[config.mk]
export PLATFORM = sky130hd
export DESIGN_NAME = rfg_exp
export DESIGN_NICKNAME = d
export VERILOG_FILES = /design/src/rfg_pkg.sv /design/src/rfg_exp.sv
export SDC_FILE = /design/constraint.sdc
export NUM_CORES = 2
export LEC_CHECK = 0
export BUFFER_PORTS_ARGS = -buffer_cell sky130_fd_sc_hd__buf_2
export CAP_MARGIN = 5
export CORE_ASPECT_RATIO = 0.7
export CORE_MARGIN = 3
export CORE_UTILIZATION = 40
export DETAILED_ROUTE_END_ITERATION = 8
export SETUP_SLACK_MARGIN = 0.3
export SKIP_LAST_GASP = 1
export SLEW_MARGIN = 20
export SYNTH_ARGS = -nofsm -noshare
export SYNTH_HDL_FRONTEND = slang
export SYNTH_SLANG_ARGS = --single-unit
export TNS_END_PERCENT = 50
[constraint.sdc]
create_clock -name i_clk -period 17.9 [get_ports i_clk]
set_input_delay 4.475 -clock i_clk [delete_from_list [all_inputs] [get_ports i_clk]]
set_output_delay 4.475 -clock i_clk [all_outputs]
set_load 0.01 [all_outputs]
[src/rfg_pkg.sv]
// ----------------------------------------------------------------------------
// rfg_pkg
// Shared widths, register indexes and elaboration-time helpers for the
// logarithmic RGB fade generator.
// ----------------------------------------------------------------------------
package rfg_pkg;

    localparam int STEP_W  = 16;
    localparam int CH_W    = 8;
    localparam int COLOR_W = 24;
    localparam int CFG_W   = 16;

    typedef enum logic [1:0] {
        CFG_FADE_STEPS = 2'd0,
        CFG_MAX_RED    = 2'd1,
        CFG_MAX_GREEN  = 2'd2,
        CFG_MAX_BLUE   = 2'd3
    } t_cfg_idx;

    // Truncated integer square root, used only to build constants.
    function automatic logic [63:0] fx_isqrt(input logic [63:0] v_in);
        logic [63:0] v;
        logic [63:0] res;
        logic [63:0] b;
        v   = v_in;
        res = 64'd0;
        b   = 64'd1 << 62;
        while (b > v) begin
            b = b >> 2;
        end
        while (b != 64'd0) begin
            if (v >= res + b) begin
                v   = v - (res + b);
                res = (res >> 1) + b;
            end else begin
                res = res >> 1;
            end
            b = b >> 2;
        end
        return res;
    endfunction

    // log2(m) with fb fraction bits; peaks below 2 give 0.
    function automatic logic [63:0] fx_log2(input int m, input int fb);
        logic [63:0] k;
        logic [63:0] y;
        logic [63:0] frac;
        logic [63:0] mm;
        mm   = 64'(m);
        k    = 64'd0;
        frac = 64'd0;
        if (m < 2) begin
            return 64'd0;
        end
        while ((mm >> (k + 64'd1)) != 64'd0) begin
            k = k + 64'd1;
        end
        y = (mm << fb) >> k;
        for (int j = 0; j < fb; j++) begin
            y    = (y * y) >> fb;
            frac = frac << 1;
            if (y >= (64'd2 << fb)) begin
                frac = frac | 64'd1;
                y    = y >> 1;
            end
        end
        return (k << fb) | frac;
    endfunction

    // 2^(2^-j) with fb fraction bits, by repeated square roots of 2.0.
    function automatic logic [63:0] fx_root(input int j, input int fb);
        logic [63:0] r;
        r = 64'd2 << fb;
        for (int i = 1; i <= j; i++) begin
            r = fx_isqrt(r << fb);
        end
        return r;
    endfunction

endpackage

[src/rfg_exp.sv]
// ----------------------------------------------------------------------------
// rfg_exp
// Pipelined 2^e - 1 for one channel: one root multiply per fraction bit,
// then the integer shift, the minus one (held at zero) and the cut to eight bits.
// ----------------------------------------------------------------------------
module rfg_exp
    import rfg_pkg::*;
#(
    parameter int FRAC_BITS = 16
) (
    input  logic                  i_clk,
    input  logic                  i_rst_n,
    input  logic                  i_valid,
    input  logic [FRAC_BITS+2:0]  i_e,
    output logic                  o_valid,
    output logic [CH_W-1:0]       o_level
);

    localparam int PW = FRAC_BITS + 1;

    logic [PW-1:0]        r_p   [FRAC_BITS];
    logic [2:0]           r_ip  [FRAC_BITS];
    logic [FRAC_BITS-1:0] r_f   [FRAC_BITS];
    logic                 r_vld [FRAC_BITS];

    for (genvar g = 0; g < FRAC_BITS; g++) begin : g_stage
        localparam logic [PW-1:0] ROOT = PW'(fx_root(g + 1, FRAC_BITS));
        logic [PW-1:0]        p_in;
        logic [2:0]           ip_in;
        logic [FRAC_BITS-1:0] f_in;
        logic                 vld_in;
        logic [2*PW-1:0]      prod;
        logic [PW-1:0]        n_p;

        if (g == 0) begin : g_first
            assign p_in   = PW'(1) << FRAC_BITS;
            assign ip_in  = i_e[FRAC_BITS+2:FRAC_BITS];
            assign f_in   = i_e[FRAC_BITS-1:0];
            assign vld_in = i_valid;
        end else begin : g_next
            assign p_in   = r_p[g-1];
            assign ip_in  = r_ip[g-1];
            assign f_in   = r_f[g-1];
            assign vld_in = r_vld[g-1];
        end

        // Fraction bits are taken from the half weight downward.
        assign prod = (2*PW)'(p_in) * (2*PW)'(ROOT);
        assign n_p  = f_in[FRAC_BITS-1-g] ? prod[FRAC_BITS+PW-1:FRAC_BITS] : p_in;

        always_ff @(posedge i_clk) begin
            if (!i_rst_n) begin
                r_vld[g] <= 1'b0;
            end else begin
                r_vld[g] <= vld_in;
            end
            r_p[g]  <= n_p;
            r_ip[g] <= ip_in;
            r_f[g]  <= f_in;
        end
    end

    logic [PW+6:0]   shifted;
    logic [CH_W-1:0] whole;
    logic [CH_W-1:0] n_level;
    logic            r_out_vld;
    logic [CH_W-1:0] r_level;

    assign shifted = (PW+7)'(r_p[FRAC_BITS-1]) << r_ip[FRAC_BITS-1];
    assign whole   = shifted[PW+6:FRAC_BITS];
    assign n_level = (whole == '0) ? '0 : whole - CH_W'(1);

    always_ff @(posedge i_clk) begin
        if (!i_rst_n) begin
            r_out_vld <= 1'b0;
        end else begin
            r_out_vld <= r_vld[FRAC_BITS-1];
        end
        r_level <= n_level;
    end

    assign o_valid = r_out_vld;
    assign o_level = r_level;

endmodule

==> flow_summary_export.csv <==
group,metric,value,unit
clocking,cts_made_buffers,43,
logic_synthesis,ys_seq_area_share,19.1,%
setup_path,critPathLaunch,"r_p[0][32]",
job,max_cap_viol_count,0,
floorplan,die_w,384,um
cells_and_area,diodes,0,
grt,grt_usage,15.8,%
logic_synthesis,synth.largest_area_cell,"ha_1",
logic_synthesis,postSynth.asyncResetShare,0,%
timing,finalCritPeriodShare,36.1,%
cells_and_area,syn2layout_area_growth,8.10,%
clocking,htree_levels,2,
grt,grt_pass1_wl,135,mm
timing,setup_violations,0,
setup_path,worstRegToRegCells,21,
logic_synthesis,synth_seq_cells,383,
timing,max_freq,0.155,GHz
floorplan,pin_count,31,
logic_synthesis,synth_top_family_by_area,"adder cells",
floorplan,dieArea,104000,um2
timing,fin_crit,6460,ps
timing,max_slew_margin,36.4,%
logic_synthesis,synth_top_cells_by_area,"ha_1 (34%), fa_1 (20%), dfxtp_1 (19%), inv_1 (9.1%), xnor2_1 (2.4%)",
clocking,clk_path_buf_depth,3,
setup_path,crit_family,"adder cells",
grt,met2_usage,23.1,%
cells_and_area,fillers,9392,
setup_path,crit_arrival,6900,ps
timing,tns,0,ps
logic_synthesis,synth_area_per_cell,10.2,um2
logic_synthesis,synthAdderAreaFrac,53.2,%
setup_path,start_kind,"register",
timing,fin_worst_skew,30.8,ps
floorplan,core-area,98600,um2
floorplan,die_h,271,um
clocking,insertion_delay,620,ps
logic_synthesis,yosysWarnings,0,
logic_synthesis,synthCells,3935,
timing,tightest_slew,952,ps
timing,finalHoldViolations,0,
routing,drt_iter0_markers,1164,
setup_path,crit_slowest_cell,"ha_1",
setup_path,critical_path_depth,21,
place,dp_hpwl,64.4,mm
grt,overflow,0,
logic_synthesis,synthMostInstantiatedCell,"ha_1",
clocking,cts.sinks,383,
logic_synthesis,netlist-cell-type-count,76,
clocking,cts_tree,"done",
setup_path,cp_cell_sequence,"buf_4 > inv_1 > ha_1 > ha_1 > ha_1 > fa_1 > fa_1 > inv_1 > fa_1 > inv_1 > ha_1 > ha_1 > nand3_1 > or2_2 > a211oi_1 > o31ai_1 > nand3_1 > a31oi_1 > o21ai_0 > xnor2_1 > nand2_1",
setup_path,cp-end-kind,"register",
clocking,cts-root-buf,"clkbuf_16",
setup_path,crit_fanout,15,
routing,drc,0,
grt,grt_max_degree,27,
logic_synthesis,synth-main-ff-cell,"dfxtp_1",
grt,grt_pass1_vias,26587,
worst_hold_path,hp-class,"reg -> reg",
floorplan,rows,96,
setup_path,reg2reg_to,"r_p[0][50]",
setup_path,worst_path_most_repeated_cell,"ha_1",
routing,drtAntennaViolNets,0,
routing,viasPerCell,4.72,
routing,dr_total_vias,25224,
status,status,"finished, final reports clean",
cells_and_area,drive_gt1_share,5.27,%
routing,wl,77.6,mm
worst_hold_path,worstHoldStart,"r_f[1][12]",
setup_path,timing.rr.start,"r_p[0][32]",
logic_synthesis,yosys.area_share.simple,5.48,%
timing,slew_viol_final,0,
setup_path,ff2ff_setup_slack,11440,ps
logic_synthesis,netlist_area,40100,um2
floorplan,start_util,40.6,%
setup_path,cp-endpoint,"r_p[0][50]",
setup_path,crit_buf_inv,4,
place,globalplace.congestion,0.830,
grt,top_usage_layer,"met1",
logic_synthesis,synth_xor_area_share,3.54,%
grt,grt_use_met3,2.42,%
setup_path,crit_type,"reg -> reg",
cells_and_area,final_nets,5478,
clocking,cts_resized,0,
clocking,post_cts_buffers,0,
logic_synthesis,synth_compound_area_share,6.52,%
timing,rsz0062_at_grt,"no",
logic_synthesis,synth_top_area_share,33.5,%
logic_synthesis,muxShareOfSynthArea,2.70,%
routing,wire_per_inst,14.5,um
logic_synthesis,netlist_top_cells_count,"ha_1 (1073), inv_1 (971), fa_1 (394), dfxtp_1 (383), nand2_1 (118)",
setup_path,max_stage_delay,570,ps
clocking,clkTransAtPathRegs,80,ps
grt,antenna_found_initial,0,
routing,firstDrtPassIters,5,
logic_synthesis,synth-edff-count,0,
setup_path,required,18350,ps
place,portBuffers,28,
grt,use_met1,24.9,%
clocking,hold_buffers,0,
placed cells by master, fill, tap and decap left out, types with 22 or more instances in the layout:
cell and n:
nand3_1 64, a21o_1 58, xor2_1 53, nand2_1 118
and3_1 22, buf_2 28, o21ai_0 75, nor2_1 72
ha_1 1073, dfxtp_1 383, a21oi_1 108, mux2_2 75
fa_1 394, xnor2_1 109, clkbuf_16 43, inv_1 971
nand4_1 26, and2_1 29
flip-flops by register name, summed over array words and instances (netlist names):
signal / count
o_valid: 1
r_vld: 16
o_level: 8
r_ip: 48
r_p: 219
r_f: 91
stage by stage:
step | cells | instance area [um2] | utilization [%] | hold WS, ps | setup slack [ps]
finish | 5346 | 43300 | 43.9 | 314 | 11440
global route | 5346 | 43300 | 43.9 | 316 | 11010
CTS | 5346 | 43300 | 43.9 | 305 | 11380
detailed placement | 5267 | 41800 | 42.4 | 312 | 11430
global placement | 5267 | 41800 | 42.4 | 309 | 11490
floorplan | 3942 | 40100 | - | 310 | 11930
kinds of logic (layout without fill, tap and decap cells):
family | after synthesis | count (layout)
AO/OA/AOI/OAI | 393 | 393
XOR/XNOR | 162 | 162
adder cells (fa/ha/maj) | 1467 | 1467
buffers and inverters | 1001 | 1082
flip-flops | 383 | 383
multiplexers | 96 | 96
other | 2 | 9
AND/OR/NAND/NOR | 431 | 431
final cells by class:
cell class / instances / area, um2 / area share, %
well taps: 1323 / 1660 / 3.82
multi-input cells: 2558 / 28700 / 66.2
repair buffers: 31 / 163 / 0.376
clock inverters: 28 / 367 / 0.847
inverters: 972 / 3650 / 8.43
flip-flops and latches: 383 / 7670 / 17.7
clock buffers: 51 / 1150 / 2.65
routing by layer:
| layer | vias to the layer above | part of all wire [%] |
|---|---|---|
| met1 | 11989 | 56 |
| met3 | 62 | 3.6 |
| met4 | 0 | 1.1 |
| met2 | 239 | 39 |
| met5 | - | 0 |
| li1 | 12934 | - |
worst reg2reg max path, delay by kind of cell (launching register included):
kind	cells	cell delay (ps)
fa+ha+maj	8	3410
xor+xnor	1	150
flops	1	310
buf+inv	4	710
simple gates	4	650
compound gates	4	1070
worst min-delay path by stage:
stage               cells past startpoint         end  slack [ps]
floorplan                               0  r_f[10][2]         310
global placement                        0  r_ip[0][4]         310
detailed placement                      0  r_f[11][3]         310
CTS                                     0  r_f[2][12]         310
global route                            0   r_f[4][5]         320
finish                                  0  r_f[2][12]         310
Power is left out: the tool's default activity adds up to more than one toggle a clock period on the data nets, which glitch-free logic cannot reach.
