===== config.mk =====
export PLATFORM = sky130hd
export DESIGN_NAME = rfg_div
export DESIGN_NICKNAME = d
export VERILOG_FILES = /design/src/rfg_pkg.sv /design/src/rfg_div.sv
export SDC_FILE = /design/constraint.sdc
export NUM_CORES = 1
export LEC_CHECK = 0
export BUFFER_PORTS_ARGS = -buffer_cell sky130_fd_sc_hd__clkbuf_2
export CORE_ASPECT_RATIO = 1.75
export CORE_UTILIZATION = 55
export DETAILED_ROUTE_END_ITERATION = 7
export PLACE_DENSITY = 0.71
export SYNTH_ARGS = -nofsm -noshare
export SYNTH_HDL_FRONTEND = slang
export SYNTH_SLANG_ARGS = --single-unit

===== constraint.sdc =====
create_clock -name i_clk -period 5.4 [get_ports i_clk]
set_input_delay 0.81 -clock i_clk [delete_from_list [all_inputs] [get_ports i_clk]]
set_output_delay 0.81 -clock i_clk [all_outputs]
set_load 0.01 [all_outputs]

===== src/rfg_pkg.sv =====
// ----------------------------------------------------------------------------
// rfg_pkg
// Shared widths, register indexes and elaboration-time helpers for the
// logarithmic RGB fade generator.
// ----------------------------------------------------------------------------
package rfg_pkg;

    localparam int STEP_W  = 16;
    localparam int CH_W    = 8;
    localparam int COLOR_W = 24;
    localparam int CFG_W   = 16;

    typedef enum logic [1:0] {
        CFG_FADE_STEPS = 2'd0,
        CFG_MAX_RED    = 2'd1,
        CFG_MAX_GREEN  = 2'd2,
        CFG_MAX_BLUE   = 2'd3
    } t_cfg_idx;

    // Truncated integer square root, used only to build constants.
    function automatic logic [63:0] fx_isqrt(input logic [63:0] v_in);
        logic [63:0] v;
        logic [63:0] res;
        logic [63:0] b;
        v   = v_in;
        res = 64'd0;
        b   = 64'd1 << 62;
        while (b > v) begin
            b = b >> 2;
        end
        while (b != 64'd0) begin
            if (v >= res + b) begin
                v   = v - (res + b);
                res = (res >> 1) + b;
            end else begin
                res = res >> 1;
            end
            b = b >> 2;
        end
        return res;
    endfunction

    // log2(m) with fb fraction bits; peaks below 2 give 0.
    function automatic logic [63:0] fx_log2(input int m, input int fb);
        logic [63:0] k;
        logic [63:0] y;
        logic [63:0] frac;
        logic [63:0] mm;
        mm   = 64'(m);
        k    = 64'd0;
        frac = 64'd0;
        if (m < 2) begin
            return 64'd0;
        end
        while ((mm >> (k + 64'd1)) != 64'd0) begin
            k = k + 64'd1;
        end
        y = (mm << fb) >> k;
        for (int j = 0; j < fb; j++) begin
            y    = (y * y) >> fb;
            frac = frac << 1;
            if (y >= (64'd2 << fb)) begin
                frac = frac | 64'd1;
                y    = y >> 1;
            end
        end
        return (k << fb) | frac;
    endfunction

    // 2^(2^-j) with fb fraction bits, by repeated square roots of 2.0.
    function automatic logic [63:0] fx_root(input int j, input int fb);
        logic [63:0] r;
        r = 64'd2 << fb;
        for (int i = 1; i <= j; i++) begin
            r = fx_isqrt(r << fb);
        end
        return r;
    endfunction

endpackage


===== src/rfg_div.sv =====
// ----------------------------------------------------------------------------
// rfg_div
// Pipelined restoring divider: one quotient bit per stage, one beat per clock.
// The quotient must fit in QW bits.
// ----------------------------------------------------------------------------
module rfg_div
    import rfg_pkg::*;
#(
    parameter int QW = 19
) (
    input  logic                 i_clk,
    input  logic                 i_rst_n,
    input  logic                 i_valid,
    input  logic [QW+STEP_W-1:0] i_num,
    input  logic [STEP_W-1:0]    i_den,
    output logic                 o_valid,
    output logic [QW-1:0]        o_quot
);

    logic [STEP_W-1:0] r_rem [QW];
    logic [QW-1:0]     r_lo  [QW];
    logic              r_vld [QW];

    for (genvar g = 0; g < QW; g++) begin : g_stage
        logic [STEP_W-1:0] rem_in;
        logic [QW-1:0]     lo_in;
        logic              vld_in;
        logic [STEP_W:0]   t;
        logic              q;
        logic [STEP_W-1:0] n_rem;
        logic [QW-1:0]     n_lo;

        if (g == 0) begin : g_first
            // The upper bits are below the divisor since the quotient fits.
            assign rem_in = i_num[QW+STEP_W-1:QW];
            assign lo_in  = i_num[QW-1:0];
            assign vld_in = i_valid;
        end else begin : g_next
            assign rem_in = r_rem[g-1];
            assign lo_in  = r_lo[g-1];
            assign vld_in = r_vld[g-1];
        end

        assign t     = {rem_in, lo_in[QW-1]};
        assign q     = (t >= {1'b0, i_den});
        assign n_rem = q ? STEP_W'(t - {1'b0, i_den}) : t[STEP_W-1:0];
        assign n_lo  = {lo_in[QW-2:0], q};

        always_ff @(posedge i_clk) begin
            if (!i_rst_n) begin
                r_vld[g] <= 1'b0;
            end else begin
                r_vld[g] <= vld_in;
            end
            r_rem[g] <= n_rem;
            r_lo[g]  <= n_lo;
        end
    end

    assign o_valid = r_vld[QW-1];
    assign o_quot  = r_lo[QW-1];

endmodule


==> reports/summary.log, run 1 <==
[synthesis] syn nets 3321
[pwr] clock network fraction of total power 0.183
[synthesis] Post-synth top flop sky130_fd_sc_hd__dfxtp_1
[critical_path] CP Data Arrival Time 4.40 ns
[clocking] clock tree sinks 668
[pwr] design internal power 14900 uW
[timing] Slew HR 0.273
[pwr] Static Leak 0.0147 uW
[routing] DR WL met3 2420 um
[flow_run] max cap viols 0
[routing] DRC errors left 0
[pwr] sequential share of power 0.330
[timing] Final Hold Vio Count 0
[synthesis] area fraction of the dominant cell type after synthesis 0.441
[routing] Routed wire per std cell 19.9 um
[clocking] setup fix buffers added after clock tree synthesis 0
[timing] Total Neg Setup Slack 0 ns
[clocking] CTS-repair resized insts 0
[timing] setup skew after layout 0.0121 ns
[grt] antenna violations before repair 0
[die] core area 0.0543 mm2
[clocking] level count of the clock H-tree 2
[grt] global-route usage over all layers 0.269
[die] horizontal extent of the die 179 um
[routing] total number of vias 22500
[synthesis] yosys warns 0
[grt] global-route wire length before repair 119000 um
[clocking] maximum clock path buffer count 3
[final_layout] Sequential cell area 0.0134 mm2
[critical_path] critical path class in -> reg
[die] I/O pin cnt 74
[synthesis] number of flops mapped to enable cells by yosys 0
[critical_path] required time at the worst-slack endpoint 5.90 ns
[pwr] fraction of power spent switching nets 0.380
[final_layout] highest-count cells in the layout ignoring fill and taps 668 x sky130_fd_sc_hd__dfxtp_1, 304 x sky130_fd_sc_hd__ha_1, 183 x sky130_fd_sc_hd__o21ai_0
[grt] pin count of the biggest net entering global routing 34
[final_layout] number of antenna diodes 0
[routing] final wirelength 76000 um
[timing] minimum clock period 3.90 ns
[synthesis] fraction of the yosys area taken by sequential cells 0.441
[timing] RSZ-0062 raised after global routing false
[timing] number of failing setup endpoints in the final timing report 0
[clocking] CTS clk-pin slew, worst paths 0.06 ns
[final_layout] final layout net count 3450
[synthesis] Mapped Area 0.0303 mm2
[clocking] number of CTS-inserted buffers 58
[clocking] clock root buffer sky130_fd_sc_hd__clkbuf_16
[die] Die Y-Extent 313 um
[place] placer's final routability congestion estimate 0.936
[timing] period utilization 0.722
[synthesis] synthesized instance count 2945
[pwr] highest ir drop seen on vdd 0.412 mV
[pwr] switching power 9150 uW
[pwr] power density over the cells 714 mW/mm2
[routing] remaining antenna violation count 0
[routing] met2 wire length 40800 um
[timing] Highest Clock Rate 0.257 GHz
[grt] number of global-route vias before repair 23400
[final_layout] total area of multi-input combinational cells 0.0164 mm2
[synthesis] FFs w/ async S/R, synth 0
[synthesis] top cell type by total area after synthesis sky130_fd_sc_hd__dfxtp_1
[timing] pin slew with the least headroom to its limit 1.09 ns
[die] row count 113
[place] Detail Placement HPWL 56100 um
[final_layout] relative area change from synthesis to final layout 11.2%
[critical_path] kind of start point of the critical path input port
[clocking] CTS tree built
[routing] first drt pass iteration count 7
[routing] routed length on met1 25900 um
[clocking] number of buffers inserted by hold repair at cts 0
[routing] highest routing layer actually used met4
[critical_path] Worst setup EP type flip-flop
[pwr] Gate power share 0.487
[final_layout] most frequent standard cell in the layout excluding fill and tap cells sky130_fd_sc_hd__dfxtp_1
[final_layout] Finished Core Util 0.621
[timing] worst hold margin 0.295 ns
[final_layout] FILL cells 4557
[synthesis] average cell area after synthesis 10.3 um2
[clocking] clock latency at the later pin of the worst-skew pair 0.62 ns
[timing] max-slew violation total from the final report 0
[critical_path] CP max FO 17
[outcome] status finished, final reports clean
[grt] grt ovf 0
[worst_hold_path] path category of the worst min-delay check in -> reg
[synthesis] synth top area cells sky130_fd_sc_hd__dfxtp_1 44%, sky130_fd_sc_hd__ha_1 13%, sky130_fd_sc_hd__mux2_2 6.2%, sky130_fd_sc_hd__xnor2_1 3.8%, sky130_fd_sc_hd__o21ai_0 3.0%
[place] port buffer count 73
[synthesis] post-synthesis cell type count 82
[die] area of the die 0.0561 mm2
[routing] via/cell ratio 5.89
[final_layout] proportion of layout cells with a drive suffix above 1 0.134
[die] initial core utilization 0.558
[synthesis] Yosys reg bits 668
[routing] drt first-iter violations 1035
## metrics by stage
| step | setup WS [ns] | cell area [um2] | total power (uW) | instances |
|---|---|---|---|---|
| floorplan | 1.80 | 30300 | 16800 | 2945 |
| global placement | 1.01 | 31700 | 19200 | 3704 |
| detailed placement | 0.906 | 31700 | 19600 | 3704 |
| CTS | 1.56 | 33700 | 24100 | 3813 |
| global route | 1.33 | 33700 | 25700 | 3813 |
| finish | 1.50 | 33700 | 24100 | 3813 |
## area by class of cell
type,count,area share
clock inverters,34,0.0123
well taps,690,0.0256
inverters,99,0.0110
multi-input cells,2136,0.485
flip-flops and latches,668,0.397
clock buffers,75,0.0486
repair buffers,111,0.0204
## logic make-up (layout without fill, tap and decap cells)
family / Yosys count / after routing / synth area share
buffers and inverters: 141 / 319 / 0.0199
adder cells (fa/ha/maj): 322 / 322 / 0.137
AND/OR/NAND/NOR: 667 / 667 / 0.108
AO/OA/AOI/OAI: 755 / 755 / 0.165
flip-flops: 668 / 668 / 0.441
XOR/XNOR: 195 / 195 / 0.0563
multiplexers: 197 / 197 / 0.0720
## synth_stat cells, types with 5 or more instances
cell,n
sky130_fd_sc_hd__nand4_1,32
sky130_fd_sc_hd__a31o_2,5
sky130_fd_sc_hd__a21oi_1,173
sky130_fd_sc_hd__buf_4,8
sky130_fd_sc_hd__o31a_1,22
sky130_fd_sc_hd__o211ai_1,12
sky130_fd_sc_hd__a31oi_1,27
sky130_fd_sc_hd__o41ai_1,12
sky130_fd_sc_hd__clkbuf_1,20
sky130_fd_sc_hd__dfxtp_1,668
sky130_fd_sc_hd__inv_1,99
sky130_fd_sc_hd__o21bai_1,13
sky130_fd_sc_hd__or2_2,5
sky130_fd_sc_hd__and3_1,13
sky130_fd_sc_hd__o21a_1,67
sky130_fd_sc_hd__ha_1,304
sky130_fd_sc_hd__nand2_1,178
sky130_fd_sc_hd__mux2_2,167
sky130_fd_sc_hd__nor2b_1,53
sky130_fd_sc_hd__and4_1,10
sky130_fd_sc_hd__o21ai_0,183
sky130_fd_sc_hd__a21boi_0,8
sky130_fd_sc_hd__o31ai_1,25
sky130_fd_sc_hd__buf_2,10
sky130_fd_sc_hd__a211oi_1,35
sky130_fd_sc_hd__o41a_1,6
sky130_fd_sc_hd__nor2_1,160
sky130_fd_sc_hd__nor3_1,54
sky130_fd_sc_hd__xnor2_1,132
sky130_fd_sc_hd__mux2i_1,29
sky130_fd_sc_hd__nand2b_1,48
sky130_fd_sc_hd__a221oi_1,6
sky130_fd_sc_hd__a211o_1,10
sky130_fd_sc_hd__and2_1,29
sky130_fd_sc_hd__a21o_1,84
sky130_fd_sc_hd__nand3_1,51
sky130_fd_sc_hd__xor2_1,63
sky130_fd_sc_hd__o21ai_1,8
sky130_fd_sc_hd__fa_1,18
sky130_fd_sc_hd__nor4_1,8
sky130_fd_sc_hd__o2111ai_1,5
## sequential cells by signal, indices dropped and copies added, names as in the netlist
| name | cells |
|---|---|
| r_rem | 288 |
| r_vld | 19 |
| r_lo | 361 |
## metal layers
metal  vias up  track usage
li1      10900            -
met1     10700        0.243
met2       570        0.529
met3       308       0.0309
met4         0        0.227
met5         -            0
## path summary, 6_finish.rpt
check,startpoint,cells after the start,endpoint,slack (ns)
setup / recovery,i_den[2],11,r_rem[17][15],1.50
hold / removal,i_num[5],1,r_lo[0][6],0.30
setup reg to reg,r_rem[16][0],9,r_rem[17][15],2.23
hold reg to reg,r_lo[10][11],0,r_lo[11][12],0.32
## critical path: stages
cell                       delay, ns
sky130_fd_sc_hd__clkbuf_2       0.08
sky130_fd_sc_hd__inv_1          0.71
sky130_fd_sc_hd__ha_1           0.43
sky130_fd_sc_hd__o21a_1         0.21
sky130_fd_sc_hd__o31ai_2        0.07
sky130_fd_sc_hd__a21oi_1        0.12
sky130_fd_sc_hd__o21a_1         0.22
sky130_fd_sc_hd__a311o_1        0.37
sky130_fd_sc_hd__o221ai_4       0.27
sky130_fd_sc_hd__and2_1         0.66
sky130_fd_sc_hd__mux2_2         0.41
## power by group through the flow
stage | Combinational (uW) | Sequential (uW) | Clock [uW]
global route | 13000 | 8070 | 4690
detailed placement | 11500 | 8050 | 0
floorplan | 9320 | 7480 | 0
global placement | 11100 | 8040 | 0
CTS | 11700 | 7960 | 4500
finish | 11700 | 7950 | 4400
Note: power is estimated with default switching activity, not from simulation.
==> run 2: changes to the inputs <==
--- a/config.mk
+++ b/config.mk
@@ -5,6 +5,7 @@
 export SDC_FILE = /design/constraint.sdc
 export NUM_CORES = 1
 export LEC_CHECK = 0
+export ABC_AREA = 1
 export BUFFER_PORTS_ARGS = -buffer_cell sky130_fd_sc_hd__clkbuf_2
 export CORE_ASPECT_RATIO = 1.75
 export CORE_UTILIZATION = 55
==> constraint.sdc (replaced) <==
create_clock -name i_clk -period 3.7 [get_ports i_clk]
set_input_delay 0.555 -clock i_clk [delete_from_list [all_inputs] [get_ports i_clk]]
set_output_delay 0.555 -clock i_clk [all_outputs]
set_load 0.01 [all_outputs]
==> run 2 against run 1 <==
Against the previous run:
- synthesized cell count up 87%
- worst setup slack worse by 0.39 ns
- area after synthesis up 23%
- sequential power up 50%
- register-to-register slack worse by 0.77 ns
- clock power up 51%
- worst hold slack worse by 0.27 ns
- critical path type unchanged
- highest routed layer unchanged
==> reports/summary.log, run 2 <==
[outcome] status finished, final reports clean
[synthesis] post-synthesis cell type count 41
[synthesis] fraction of the yosys area taken by sequential cells 0.358
[synthesis] synthesized instance count 5498
[critical_path] CP Data Arrival Time 3.15 ns
[grt] antenna violations before repair 0
[pwr] power density over the cells 938 mW/mm2
[timing] Total Neg Setup Slack 0 ns
[grt] pin count of the biggest net entering global routing 21
[place] placer's final routability congestion estimate 0.990
[grt] met2 Resource Use GR 0.580
[critical_path] launch instance of the worst register-to-register path r_rem[5][11]
[critical_path] CP max FO 20
[timing] number of failing setup endpoints in the final timing report 0
[final_layout] final layout net count 5989
[synthesis] dominant cell by count in the synthesized netlist sky130_fd_sc_hd__nand2_1
[timing] RSZ-0062 raised after global routing false
[clocking] level count of the clock H-tree 2
[die] I/O pin cnt 74
[timing] Slew HR 0.440
[routing] drt first-iter violations 1527
[grt] met1 global-route usage 0.305
[die] core area 0.0673 mm2
[timing] Final Hold Vio Count 0
[critical_path] Cell Chain, Critical Path clkbuf_2 > clkinv_1 > buf_12 > ha_1 > nand2_1 > inv_1 > nand2_1 > nor2_1 > nand2_1 > nor2_1 > nor2_1 > nand2_2 > inv_1 > nand2_1 > nand2_1
[timing] max-slew violation total from the final report 0
[routing] total number of vias 33500
[final_layout] registers with the most flip-flops r_lo x361, r_rem x288, r_vld x19
[timing] pin slew with the least headroom to its limit 0.839 ns
[grt] number of global-route vias before repair 33300
[synthesis] number of flops mapped to enable cells by yosys 0
[place] Detail Placement HPWL 81500 um
[synthesis] Mapped Area 0.0373 mm2
[routing] Routed wire per std cell 16.2 um
[synthesis] top cell type by total area after synthesis sky130_fd_sc_hd__dfxtp_1
[die] Die Y-Extent 347 um
[critical_path] slowest cell on the critical path sky130_fd_sc_hd__clkinv_1
[routing] DRC errors left 0
[final_layout] max FFs per register 361
[clocking] CTS tree built
[timing] period utilization 0.700
[clocking] maximum clock path buffer count 3
[timing] setup skew after layout 0.0165 ns
[critical_path] kind of start point of the critical path input port
[flow_run] max cap viols 0
[final_layout] relative area change from synthesis to final layout 9.74%
[synthesis] Post-synth top flop sky130_fd_sc_hd__dfxtp_1
[synthesis] commonest cells in the netlist 2197 x sky130_fd_sc_hd__nand2_1, 896 x sky130_fd_sc_hd__inv_1, 668 x sky130_fd_sc_hd__dfxtp_1, 488 x sky130_fd_sc_hd__nand3_1, 304 x sky130_fd_sc_hd__ha_1
[place] port buffer count 73
[die] row count 126
[final_layout] proportion of layout cells with a drive suffix above 1 0.0607
[clocking] clock root buffer sky130_fd_sc_hd__clkbuf_16
[critical_path] crit-path most repeated cell sky130_fd_sc_hd__nand2_1
[critical_path] critical path class in -> reg
[pwr] Static Leak 0.0235 uW
[critical_path] Worst setup EP type flip-flop
[die] initial core utilization 0.555
[die] area of the die 0.0690 mm2
[clocking] clock latency at the later pin of the worst-skew pair 0.67 ns
[routing] first drt pass iteration count 7
[pwr] highest ir drop seen on vdd 0.516 mV
[routing] remaining antenna violation count 0
[grt] global-route met3 utilization 0.0387
[die] horizontal extent of the die 199 um
[clocking] clock tree sinks 668
[grt] global-route wire length before repair 167000 um
[timing] Highest Clock Rate 0.386 GHz
[final_layout] highest-count cells in the layout ignoring fill and taps 2197 x sky130_fd_sc_hd__nand2_1, 887 x sky130_fd_sc_hd__inv_1, 668 x sky130_fd_sc_hd__dfxtp_1
[grt] global-route usage over all layers 0.314
[critical_path] biggest cell delay along the critical path 0.43 ns
[synthesis] average cell area after synthesis 6.79 um2
[grt] Most Crowded Layer GR met2
[synthesis] yosys warns 0
[timing] minimum clock period 2.59 ns
[worst_hold_path] path category of the worst min-delay check in -> reg
[routing] final wirelength 106000 um
[synthesis] Yosys reg bits 668
[routing] via/cell ratio 5.10
[timing] worst hold margin 0.0283 ns
[critical_path] r2r worst-path depth 12
[critical_path] destination of the worst register-to-register timing path r_rem[6][8]
[final_layout] most frequent standard cell in the layout excluding fill and tap cells sky130_fd_sc_hd__nand2_1
[clocking] CTS clk-pin slew, worst paths 0.07 ns
[critical_path] required time at the worst-slack endpoint 4.26 ns
[clocking] number of CTS-inserted buffers 61
[critical_path] worst setup path startpoint i_den[8]
[critical_path] crit path to r_rem[8][7]
[synthesis] area fraction of the dominant cell type after synthesis 0.358
[synthesis] syn nets 5874
[final_layout] top register by number of flip-flops r_lo
[final_layout] number of antenna diodes 0
[grt] grt ovf 0
[critical_path] setup slack on the worst flop-to-flop path 1.46 ns
[synthesis] FFs w/ async S/R, synth 0
[synthesis] synth top area cells sky130_fd_sc_hd__dfxtp_1 36%, sky130_fd_sc_hd__nand2_1 22%, sky130_fd_sc_hd__ha_1 10%, sky130_fd_sc_hd__inv_1 9.0%, sky130_fd_sc_hd__nand3_1 6.5%
-- run 2: cell count changes in the layout (fill, tap and decap cells not counted), moves of 103 or more --
cell / before / now
sky130_fd_sc_hd__nand2_1: 178 / 2197
sky130_fd_sc_hd__inv_1: 97 / 887
sky130_fd_sc_hd__nand3_1: 51 / 488
sky130_fd_sc_hd__o21ai_0: 183 / 9
sky130_fd_sc_hd__mux2_2: 167 / 0
sky130_fd_sc_hd__xnor2_1: 132 / 29
-- run 2: final cells by class --
cell class / count / area [um2]
clock buffer: 74 / 1670
clock inverter: 41 / 463
fill: 6515 / 26400
inverter: 900 / 3380
multi-input combinational: 3861 / 20100
sequential: 668 / 13400
tap: 896 / 1120
timing repair buffer: 121 / 906
-- run 2: stage by stage --
stage	cells	setup WS, ns	instance area (um2)	utilization	power, uW
global placement	6429	0.499	38700	0.574	31500
floorplan	5498	1.38	37300	-	26600
CTS	6561	1.15	41000	0.609	38500
finish	6561	1.11	41000	0.609	38400
global route	6561	0.903	41000	0.609	41900
detailed placement	6429	0.454	38700	0.574	31700
-- run 2: cells by family after synthesis --
| group | synth area share |
|---|---|
| flip-flops | 0.358 |
| AO/OA/AOI/OAI | 0.0298 |
| adder cells (fa/ha/maj) | 0.112 |
| AND/OR/NAND/NOR | 0.369 |
| buffers and inverters | 0.104 |
| XOR/XNOR | 0.0267 |
-- run 2: how the worst min path moves through the flow --
stage / from / to / cells after the start
6_report: i_num[5] / r_lo[0][6] / 1
5_1_grt: i_num[5] / r_lo[0][6] / 1
2_1_floorplan: r_lo[9][9] / r_lo[10][10] / 0
3_3_place_gp: r_lo[13][12] / r_lo[14][13] / 0
4_1_cts: i_num[5] / r_lo[0][6] / 1
3_5_place_dp: r_lo[10][0] / r_lo[11][1] / 0
-- run 2: metal layers --
layer,part of all wire,vias up
met2,0.51,854
met5,0,-
met4,0.093,0
li1,-,17300
met1,0.36,14900
met3,0.039,466
-- run 2: report_power, final --
group	leakage (uW)	internal [uW]	total [uW]	switching, uW
Combinational	0.0168	6940	19900	12900
Sequential	0.00562	10000	11900	1900
Clock	0.00103	3690	6640	2950
Total	0.0235	20600	38400	17800
-- run 2: worst max-delay path: cells and delay by family --
| family | cells | cell delay (ns) |
|---|---|---|
| fa+ha+maj | 1 | 0.37 |
| simple gates | 9 | 0.90 |
| buf+inv | 5 | 1.26 |
-- run 2: timing repair --
item / 4_1_cts / 5_1_grt
hold buffers: 17 / 0
endpoints found under the hold margin: 17 / 0
resized for setup: 0 / 0
buffers inserted: 0 / 0
